$ cat src/sv/hotp_pkg.sv
// Package for the HMAC-SHA1 one-time password validator.
// Shared constants, codes and the SHA-1 round helpers; no dependencies.
package hotp_pkg;

    localparam int CODE_DIGITS = 6;
    localparam int CODE_W      = 20;
    localparam int BIN_W       = 31;

    function automatic logic [31:0] pow10_fn(input int n);
        logic [31:0] r;
        r = 32'd1;
        for (int i = 0; i < 8; i++) begin
            if (i < n) begin
                r = r * 32'd10;
            end
        end
        return r;
    endfunction

    localparam logic [31:0] MODULUS = pow10_fn(CODE_DIGITS);

    // MODULUS << (MOD_SHIFT + 1) exceeds any 31-bit truncated value
    localparam logic [3:0] MOD_SHIFT = 4'd11;

    localparam logic [1:0] REG_KEY0 = 2'd0;
    localparam logic [1:0] REG_KEY1 = 2'd1;
    localparam logic [1:0] REG_KEY2 = 2'd2;
    localparam logic [1:0] REG_STEP = 2'd3;

    localparam logic [7:0] IPAD = 8'h36;
    localparam logic [7:0] OPAD = 8'h5c;

    localparam logic [159:0] SHA1_IV =
        160'h67452301_EFCDAB89_98BADCFE_10325476_C3D2E1F0;

    typedef struct packed {
        logic         start;
        logic         load_iv;
        logic [511:0] block;
    } sha_cmd_t;

    function automatic logic [31:0] round_k(input logic [6:0] i);
        logic [31:0] k;
        if (i < 7'd20) begin
            k = 32'h5A827999;
        end else if (i < 7'd40) begin
            k = 32'h6ED9EBA1;
        end else if (i < 7'd60) begin
            k = 32'h8F1BBCDC;
        end else begin
            k = 32'hCA62C1D6;
        end
        return k;
    endfunction

    function automatic logic [31:0] round_f(input logic [6:0] i, input logic [31:0] b,
                                            input logic [31:0] c, input logic [31:0] d);
        logic [31:0] f;
        if (i < 7'd20) begin
            f = (b & c) | (~b & d);
        end else if (i < 7'd40 || i >= 7'd60) begin
            f = b ^ c ^ d;
        end else begin
            f = (b & c) | (b & d) | (c & d);
        end
        return f;
    endfunction

endpackage

$ cat src/sv/hotp_sha1_core.sv
// SHA-1 compression unit: one round per cycle, 16-word rolling schedule.
// Uses hotp_pkg; chains over blocks unless load_iv restarts from the IV.
module hotp_sha1_core (
    input  logic              aclk,
    input  logic              aresetn,
    input  hotp_pkg::sha_cmd_t cmd,
    output logic              busy,
    output logic              done,
    output logic [159:0]      digest
);

    logic [511:0] w_reg, w_next;
    logic [159:0] h_reg, h_next;
    logic [31:0]  a_reg, b_reg, c_reg, d_reg, e_reg;
    logic [31:0]  a_next, b_next, c_next, d_next, e_next;
    logic [6:0]   rnd_reg, rnd_next;
    logic         busy_reg, busy_next;
    logic         done_reg, done_next;
    logic [31:0]  wi, wn, t;
    logic [159:0] hs;

    assign busy   = busy_reg;
    assign done   = done_reg;
    assign digest = h_reg;
    assign wi     = w_reg[511:480];
    assign wn     = {w_reg[95:64] ^ w_reg[255:224] ^ w_reg[447:416] ^ w_reg[511:480]} ;
    assign t      = {a_reg[26:0], a_reg[31:27]} + hotp_pkg::round_f(rnd_reg, b_reg, c_reg, d_reg)
                    + e_reg + hotp_pkg::round_k(rnd_reg) + wi;
    assign hs     = cmd.load_iv ? hotp_pkg::SHA1_IV : h_reg;

    always_comb begin
        w_next = w_reg; h_next = h_reg; rnd_next = rnd_reg;
        busy_next = busy_reg; done_next = 1'b0;
        a_next = a_reg; b_next = b_reg; c_next = c_reg; d_next = d_reg; e_next = e_reg;
        if (!busy_reg && cmd.start) begin
            w_next = cmd.block; h_next = hs; rnd_next = '0; busy_next = 1'b1;
            a_next = hs[159:128]; b_next = hs[127:96]; c_next = hs[95:64];
            d_next = hs[63:32];   e_next = hs[31:0];
        end else if (busy_reg) begin
            w_next = {w_reg[479:0], wn[30:0], wn[31]};
            e_next = d_reg; d_next = c_reg; c_next = {b_reg[1:0], b_reg[31:2]};
            b_next = a_reg; a_next = t;
            rnd_next = rnd_reg + 7'd1;
            if (rnd_reg == 7'd79) begin
                busy_next = 1'b0; done_next = 1'b1;
                h_next = {h_reg[159:128] + t, h_reg[127:96] + a_reg,
                          h_reg[95:64] + {b_reg[1:0], b_reg[31:2]},
                          h_reg[63:32] + c_reg, h_reg[31:0] + d_reg};
            end
        end
    end

    always_ff @(posedge aclk) begin
        if (!aresetn) begin
            busy_reg <= 1'b0; done_reg <= 1'b0; rnd_reg <= '0;
        end else begin
            busy_reg <= busy_next; done_reg <= done_next; rnd_reg <= rnd_next;
        end
        w_reg <= w_next; h_reg <= h_next;
        a_reg <= a_next; b_reg <= b_next; c_reg <= c_next; d_reg <= d_next; e_reg <= e_next;
    end

`ifndef SYNTHESIS
    a_done_end: assert property (@(posedge aclk) disable iff (!aresetn)
        done_reg |-> !busy_reg) else $error("done while busy");
    a_round: assert property (@(posedge aclk) disable iff (!aresetn)
        busy_reg |-> rnd_reg <= 7'd79) else $error("round overrun");
    a_fin: assert property (@(posedge aclk) disable iff (!aresetn)
        (busy_reg && rnd_reg == 7'd79) |=> done_reg) else $error("no done");
`endif

endmodule

$ cat src/sv/hotp_divider.sv
// Restoring divider: one quotient bit per cycle, 64 by 32 bits.
// Self-contained; divides the time value by the time step.
module hotp_divider (
    input  logic        aclk,
    input  logic        aresetn,
    input  logic        start,
    input  logic [63:0] dividend,
    input  logic [31:0] divisor,
    output logic        busy,
    output logic [63:0] quotient
);

    logic [63:0] q_reg, q_next;
    logic [32:0] r_reg, r_next;
    logic [31:0] d_reg, d_next;
    logic [6:0]  cnt_reg, cnt_next;
    logic [32:0] sh, df;

    assign busy      = cnt_reg != 7'd0;
    assign quotient  = q_reg;
    assign sh        = {r_reg[31:0], q_reg[63]};
    assign df        = sh - {1'b0, d_reg};

    always_comb begin
        q_next = q_reg; r_next = r_reg; d_next = d_reg; cnt_next = cnt_reg;
        if (cnt_reg == 7'd0 && start) begin
            q_next = dividend; r_next = '0; d_next = divisor; cnt_next = 7'd64;
        end else if (cnt_reg != 7'd0) begin
            if (!df[32]) begin
                r_next = df; q_next = {q_reg[62:0], 1'b1};
            end else begin
                r_next = sh; q_next = {q_reg[62:0], 1'b0};
            end
            cnt_next = cnt_reg - 7'd1;
        end
    end

    always_ff @(posedge aclk) begin
        if (!aresetn) begin
            cnt_reg <= '0;
        end else begin
            cnt_reg <= cnt_next;
        end
        q_reg <= q_next; r_reg <= r_next; d_reg <= d_next;
    end

`ifndef SYNTHESIS
    a_rem: assert property (@(posedge aclk) disable iff (!aresetn)
        busy |-> r_reg < {1'b0, d_reg} || d_reg == 32'd0) else $error("remainder range");
    a_cnt: assert property (@(posedge aclk) disable iff (!aresetn)
        busy |=> cnt_reg == $past(cnt_reg) - 7'd1) else $error("count step");
    a_start: assert property (@(posedge aclk) disable iff (!aresetn)
        (!busy && start) |=> cnt_reg == 7'd64) else $error("start load");
`endif

endmodule

$ cat src/sv/hmac_sha1_otp_validator.sv
// Top level of the HMAC-SHA1 HOTP/TOTP validator: sequencer, key registers.
// Uses hotp_pkg, hotp_sha1_core and hotp_divider.
//
//  channel | dir | handshake               | payload
//  s_      | in  | s_tvalid/s_tready        | s_tuser mode, s_tdata moving_value,candidate
//  m_      | out | m_tvalid/m_tready        | m_tuser valid_res, m_tdata computed_code
//  cfg_    | in  | cfg_valid/cfg_ready      | cfg_index, cfg_data
//
// An item is accepted, then passes a time divide (TOTP only), four SHA-1 blocks on
// the one round unit, a compare-and-subtract modulo and the output step.
// s_tready is high only in idle; the result waits in an output register, and the
// output cycle stalls while the previous item is still unaccepted.
// Reset (aresetn low, synchronous) clears the key to zero, step to 30.
module hmac_sha1_otp_validator (
    input  logic        aclk,
    input  logic        aresetn,
    input  logic        s_tvalid,
    output logic        s_tready,
    input  logic [87:0] s_tdata,   // [63:0] moving_value, [83:64] candidate_code
    input  logic        s_tuser,   // [0] mode
    output logic        m_tvalid,
    input  logic        m_tready,
    output logic [23:0] m_tdata,   // [19:0] computed_code
    output logic        m_tuser,   // [0] valid_res
    input  logic        cfg_valid,
    output logic        cfg_ready,
    input  logic [1:0]  cfg_index,
    input  logic [63:0] cfg_data
);

    typedef enum logic [3:0] {
        ST_IDLE, ST_DIV, ST_DIVW, ST_HASH, ST_HASHW, ST_MOD, ST_MODW, ST_OUT
    } state_t;

    state_t       state_reg;
    logic [63:0]  key0_reg, key1_reg;
    logic [31:0]  key2_reg;
    logic [15:0]  step_reg;
    logic [63:0]  fact_reg;
    logic [19:0]  cand_reg;
    logic [1:0]   blk_reg;
    logic [159:0] inner_reg;
    logic         m_valid_reg, res_ok_reg;
    logic [19:0]  code_reg;
    logic [31:0]  rem_reg;
    logic [3:0]   msh_reg;

    hotp_pkg::sha_cmd_t cmd;
    logic         sha_busy, sha_done;
    logic [159:0] digest;
    logic         div_start, div_busy;
    logic [63:0]  div_a, div_q;
    logic [31:0]  div_b;
    logic [511:0] keyblk;
    logic [7:0]   pad;
    logic [3:0]   off;
    logic [31:0]  bin;
    logic [159:0] dsh;
    logic [42:0]  msub;

    assign s_tready  = state_reg == ST_IDLE;
    assign cfg_ready = 1'b1;
    assign m_tvalid  = m_valid_reg;
    assign m_tdata   = {4'd0, code_reg};
    assign m_tuser   = res_ok_reg;

    assign pad    = blk_reg[1] ? hotp_pkg::OPAD : hotp_pkg::IPAD;
    assign keyblk = {key0_reg, key1_reg, key2_reg, 352'd0} ^ {64{pad}};

    always_comb begin
        cmd.start   = state_reg == ST_HASH;
        cmd.load_iv = !blk_reg[0];
        case (blk_reg)
            2'd1:    cmd.block = {fact_reg, 8'h80, 376'd0, 64'd576};
            2'd3:    cmd.block = {inner_reg, 8'h80, 280'd0, 64'd672};
            default: cmd.block = keyblk;
        endcase
    end

    assign off = digest[3:0];
    assign dsh = digest << {off, 3'b000};
    assign bin = {1'b0, dsh[158:128]};

    assign msub = {11'd0, hotp_pkg::MODULUS} << msh_reg;

    assign div_start = state_reg == ST_DIV;
    assign div_a     = fact_reg;
    assign div_b     = step_reg == 16'd0 ? 32'd1 : {16'd0, step_reg};

    hotp_sha1_core u_sha (
        .aclk(aclk), .aresetn(aresetn), .cmd(cmd),
        .busy(sha_busy), .done(sha_done), .digest(digest)
    );

    hotp_divider u_div (
        .aclk(aclk), .aresetn(aresetn), .start(div_start), .dividend(div_a),
        .divisor(div_b), .busy(div_busy), .quotient(div_q)
    );

    always_ff @(posedge aclk) begin
        if (!aresetn) begin
            state_reg   <= ST_IDLE;
            key0_reg    <= '0;
            key1_reg    <= '0;
            key2_reg    <= '0;
            step_reg    <= 16'd30;
            m_valid_reg <= 1'b0;
            blk_reg     <= '0;
        end else begin
            if (cfg_valid) begin
                case (cfg_index)
                    hotp_pkg::REG_KEY0: key0_reg <= cfg_data;
                    hotp_pkg::REG_KEY1: key1_reg <= cfg_data;
                    hotp_pkg::REG_KEY2: key2_reg <= cfg_data[31:0];
                    hotp_pkg::REG_STEP: step_reg <= cfg_data[15:0];
                    default: ;
                endcase
            end
            if (state_reg == ST_OUT && (!m_valid_reg || m_tready)) begin
                m_valid_reg <= 1'b1;
            end else if (m_valid_reg && m_tready) begin
                m_valid_reg <= 1'b0;
            end
            case (state_reg)
                ST_IDLE: begin
                    if (s_tvalid) begin
                        fact_reg  <= s_tdata[63:0];
                        cand_reg  <= s_tdata[83:64];
                        blk_reg   <= '0;
                        state_reg <= s_tuser ? ST_DIV : ST_HASH;
                    end
                end
                ST_DIV:  state_reg <= ST_DIVW;
                ST_DIVW: begin
                    if (!div_busy) begin
                        fact_reg  <= div_q;
                        state_reg <= ST_HASH;
                    end
                end
                ST_HASH: state_reg <= ST_HASHW;
                ST_HASHW: begin
                    if (sha_done) begin
                        if (blk_reg == 2'd1) begin
                            inner_reg <= digest;
                        end
                        blk_reg   <= blk_reg + 2'd1;
                        state_reg <= blk_reg == 2'd3 ? ST_MOD : ST_HASH;
                    end
                end
                ST_MOD: begin
                    rem_reg   <= bin;
                    msh_reg   <= hotp_pkg::MOD_SHIFT;
                    state_reg <= ST_MODW;
                end
                ST_MODW: begin
                    if ({11'd0, rem_reg} >= msub) begin
                        rem_reg <= rem_reg - msub[31:0];
                    end
                    if (msh_reg == 4'd0) begin
                        state_reg <= ST_OUT;
                    end else begin
                        msh_reg <= msh_reg - 4'd1;
                    end
                end
                ST_OUT: begin
                    if (!m_valid_reg || m_tready) begin
                        code_reg   <= rem_reg[19:0];
                        res_ok_reg <= rem_reg == {12'd0, cand_reg};
                        state_reg  <= ST_IDLE;
                    end
                end
                default: state_reg <= ST_IDLE;
            endcase
        end
    end

`ifndef SYNTHESIS
    a_busy_idle: assert property (@(posedge aclk) disable iff (!aresetn)
        state_reg == ST_IDLE |-> !sha_busy) else $error("hash busy in idle");
    a_out_hold: assert property (@(posedge aclk) disable iff (!aresetn)
        (m_tvalid && !m_tready) |=> m_tvalid && $stable(m_tdata)) else $error("out drop");
    a_ready: assert property (@(posedge aclk) disable iff (!aresetn)
        (s_tvalid && s_tready) |=> !s_tready) else $error("ready after accept");
`endif

endmodule

$ cat config.mk
export PLATFORM = sky130hd
export DESIGN_NAME = hmac_sha1_otp_validator
export DESIGN_NICKNAME = d
export VERILOG_FILES = /design/src/sv/hotp_pkg.sv /design/src/sv/hotp_sha1_core.sv /design/src/sv/hotp_divider.sv /design/src/sv/hmac_sha1_otp_validator.sv
export SDC_FILE = /design/constraint.sdc
export NUM_CORES = 2
export LEC_CHECK = 0
export BUFFER_PORTS_ARGS = -buffer_cell sky130_fd_sc_hd__buf_2
export CAP_MARGIN = 20
export CORE_MARGIN = 1
export CORE_UTILIZATION = 50
export DETAILED_ROUTE_END_ITERATION = 12
export PLACE_DENSITY = 0.69
export RECOVER_POWER = 25
export SYNTH_ARGS = -nofsm -noshare
export SYNTH_HDL_FRONTEND = slang
export SYNTH_SLANG_ARGS = --single-unit
export TNS_END_PERCENT = 50
$ cat constraint.sdc
create_clock -name aclk -period 37.4 [get_ports aclk]
set_input_delay 3.74 -clock aclk [delete_from_list [all_inputs] [get_ports aclk]]
set_output_delay 3.74 -clock aclk [all_outputs]
set_load 0.005 [all_outputs]
==> results.json <==
{
  "hold_viol": 0,
  "synth_common_cells": "nand2_1 (1579), edfxtp_1 (1213), a21oi_1 (485)",
  "drtIter0Drc": 8345,
  "gr-total-overflow": 0,
  "synth_top_family_by_area": "simple AND/OR/NAND/NOR gates",
  "fin_setup_tns_ns": 0,
  "vias": 57550,
  "drc": 0,
  "yosysTopAreaCellShare_pct": 47.53,
  "powerDensity_nw_per_um2": 75.00,
  "yosysTopAreaCell": "edfxtp_1",
  "root_buffer": "clkbuf_16",
  "fin_crit_sh_pct": 29.94,
  "synthAdderAreaFrac_pct": 7.837,
  "die_h_um": 393.5,
  "clk_pin_slew_ns": 0.06,
  "fmax_ghz": 0.08931,
  "drive_above_1_share_pct": 9.719,
  "antenna_left": 0,
  "fin_crit_ns": 11.20,
  "gp_congestion": 1.027,
  "synth.distinct_cells": 95,
  "synthCells": 7095,
  "grt_usage_pct": 33.58,
  "synthXorXnorAreaFrac_pct": 4.730,
  "relSlewSlack_pct": -418.2,
  "multi_input_area_um2": 33120,
  "largest_register_ffs": 512,
  "endpoint_kind": "flip-flop",
  "layout.nets": 7688,
  "arrival_ns": 11.33,
  "yosysMostFrequentCell": "nand2_1",
  "path_class": "reg -> reg",
  "first_pass_iters": 6,
  "synth_edf_count": 1213,
  "placed_cells": 8989,
  "grt_first_pass_wirelength_um": 374700,
  "ys.flop_type": "edfxtp_1",
  "fillers": 12870,
  "yosysWarnings": 0,
  "status": "finished with violations",
  "post_drt_wl_per_cell_um": 28.50,
  "synthArstFlopShare_pct": 0,
  "cp.required_ns": 37.53,
  "synth_area_per_cell_um2": 10.80,
  "tritoncts": "yes",
  "numCtsBuffers": 159,
  "seq_area_frac_synth_pct": 53.54,
  "clkSinkCount": 1443,
  "grt_pass1_vias": 53330,
  "syn_area_um2": 76640,
  "area_growth_pct": 10.26,
  "slew_violations": 1275,
  "synth_seq_cells": 1443,
  "clk_latency_ns": 0.84,
  "fin_ws_ns": 26.20,
  "synth_area_leaders": "edfxtp_1 (48%), nand2_1 (7.7%), dfxtp_1 (6.0%)",
  "synth_compound_area_share_pct": 11.86,
  "register_area_um2": 41030,
  "viasPerCell": 6.188,
  "cellLeakagePower_nw": 32.90,
  "initial_core_util_pct": 50.39,
  "tightest_slew_ns": 7.772,
  "rsz0062_at_grt": "no",
  "cp-start-kind": "flip-flop",
  "post-place-ws_ns": 28.56,
  "fp.dieW_um": 393.5,
  "post_cts_resized": 0,
  "yosys-mux-area-fraction_pct": 5.311,
  "ir_worst_vdd_mv": 0.07298,
  "io_pins": 188,
  "cap_viol_max_count": 23,
  "drt-total-wl_um": 265000,
  "clockBufferDepth": 3,
  "yosys.area_share.simple_pct": 13.32,
  "hp-class": "reg -> reg",
  "grt_max_degree": 187,
  "cts_max_level": 4,
  "hpwlAfterDp_um": 191200,
  "fin_worst_skew_ns": 0.05943,
  "row_count": 143,
  "violations": "max-capacitance violations, max-slew violations",
  "setup_viol_count_final": 0,
  "antenna_found_initial": 30,
  "cts_setup_buffers": 0,
  "final_cells": 9301,
  "crit_fanout": 147,
  "port_buffers": 178,
  "cts_hold_buf": 0,
  "core_um2": 152100,
  "dieArea_um2": 154800
}
-- path summary, 6_finish.rpt --
path                            slack, ns         start          endpoint  cells past startpoint
worst max register to register      26.20  state_reg[2]  u_sha.w_reg[501]                      3
worst min-delay path                 0.46  key1_reg[55]      key1_reg[55]                      2
worst min register to register       0.46  key1_reg[55]      key1_reg[55]                      2
worst max-delay path                26.20  state_reg[2]  u_sha.w_reg[501]                      3
-- report_power, final --
group          total, W  switching [W]  internal, W
Combinational   0.00245        0.00146     0.000988
Sequential      0.00230       0.000187      0.00211
Clock           0.00159       0.000699     0.000888
Total           0.00634        0.00235      0.00399
-- layout by cell type, fill, tap and decap left out, types with 21 or more instances in the layout --
| master | synthesis | layout |
|---|---|---|
| or3_1 | 24 | 24 |
| nor2b_1 | 42 | 42 |
| a211oi_1 | 29 | 29 |
| buf_2 | 8 | 173 |
| a21oi_1 | 485 | 485 |
| a22o_1 | 34 | 34 |
| buf_4 | 6 | 40 |
| nand3_1 | 64 | 63 |
| a21o_1 | 88 | 88 |
| clkbuf_16 | 0 | 160 |
| xor2_1 | 200 | 200 |
| and2_1 | 96 | 94 |
| xnor2_1 | 212 | 212 |
| inv_1 | 286 | 283 |
| o21bai_1 | 30 | 29 |
| ha_1 | 280 | 278 |
| nor2_1 | 468 | 464 |
| fa_1 | 125 | 125 |
| edfxtp_1 | 1213 | 1213 |
| a31oi_1 | 29 | 29 |
| o21ai_0 | 370 | 371 |
| clkbuf_1 | 349 | 77 |
| o21ai_1 | 58 | 57 |
| nor3_1 | 49 | 48 |
| nand2_1 | 1579 | 1575 |
| mux2i_1 | 32 | 32 |
| o21a_1 | 32 | 32 |
| nand2b_1 | 36 | 36 |
| and3_1 | 21 | 21 |
| mux4_2 | 131 | 131 |
| clkinv_1 | 1 | 35 |
| mux2_2 | 71 | 71 |
| dfxtp_1 | 230 | 229 |
| a221oi_1 | 121 | 121 |
-- stage by stage --
step | instance area [um^2] | hold WS, ns | power, W | utilization [%]
final | 84500 | 0.4562 | 0.006338 | 55.56
after CTS | 84600 | 0.4550 | 0.006294 | 55.63
after global placement | 79320 | 0.4360 | 0.004665 | 52.16
after detailed placement | 79340 | 0.4460 | 0.004704 | 52.17
after global routing | 84460 | 0.4693 | 0.006672 | 55.54
after floorplan | 76650 | 0.4342 | 0.004136 | -
-- per-layer routing --
layer / track usage, % / vias to the layer above / part of all wire [%]
met5: 0 / - / 0.012
met4: 20.46 / 4 / 6.9
met3: 9.224 / 639 / 12
met2: 48.69 / 3340 / 43
met1: 44.85 / 28280 / 38
li1: - / 25290 / -
-- cell families after synthesis --
logic type,Yosys count
and+or+nand+nor,2460
AOI/OAI and AO/OA,1455
DFF,1443
buffers and inverters,683
xor gates and xnor gates,413
adders and majority gates,405
muxes,234
other,2
-- worst max-delay path, stage by stage (launching register included) --
cell      delay [ns]
dfxtp_1         0.77
or3_1           2.13
clkbuf_1        5.35
o21ai_0         2.01
-- layout make-up --
class,instances,share of cell area [%]
repair buffers,260,1.694
multi-input cells,4972,39.19
clock inverters,87,1.165
clock buffers,205,5.056
diodes,17,0.05034
flip-flops and latches,1443,48.56
inverters,287,1.281
well taps,2030,3.006
Power figures use the tool's default switching activity.
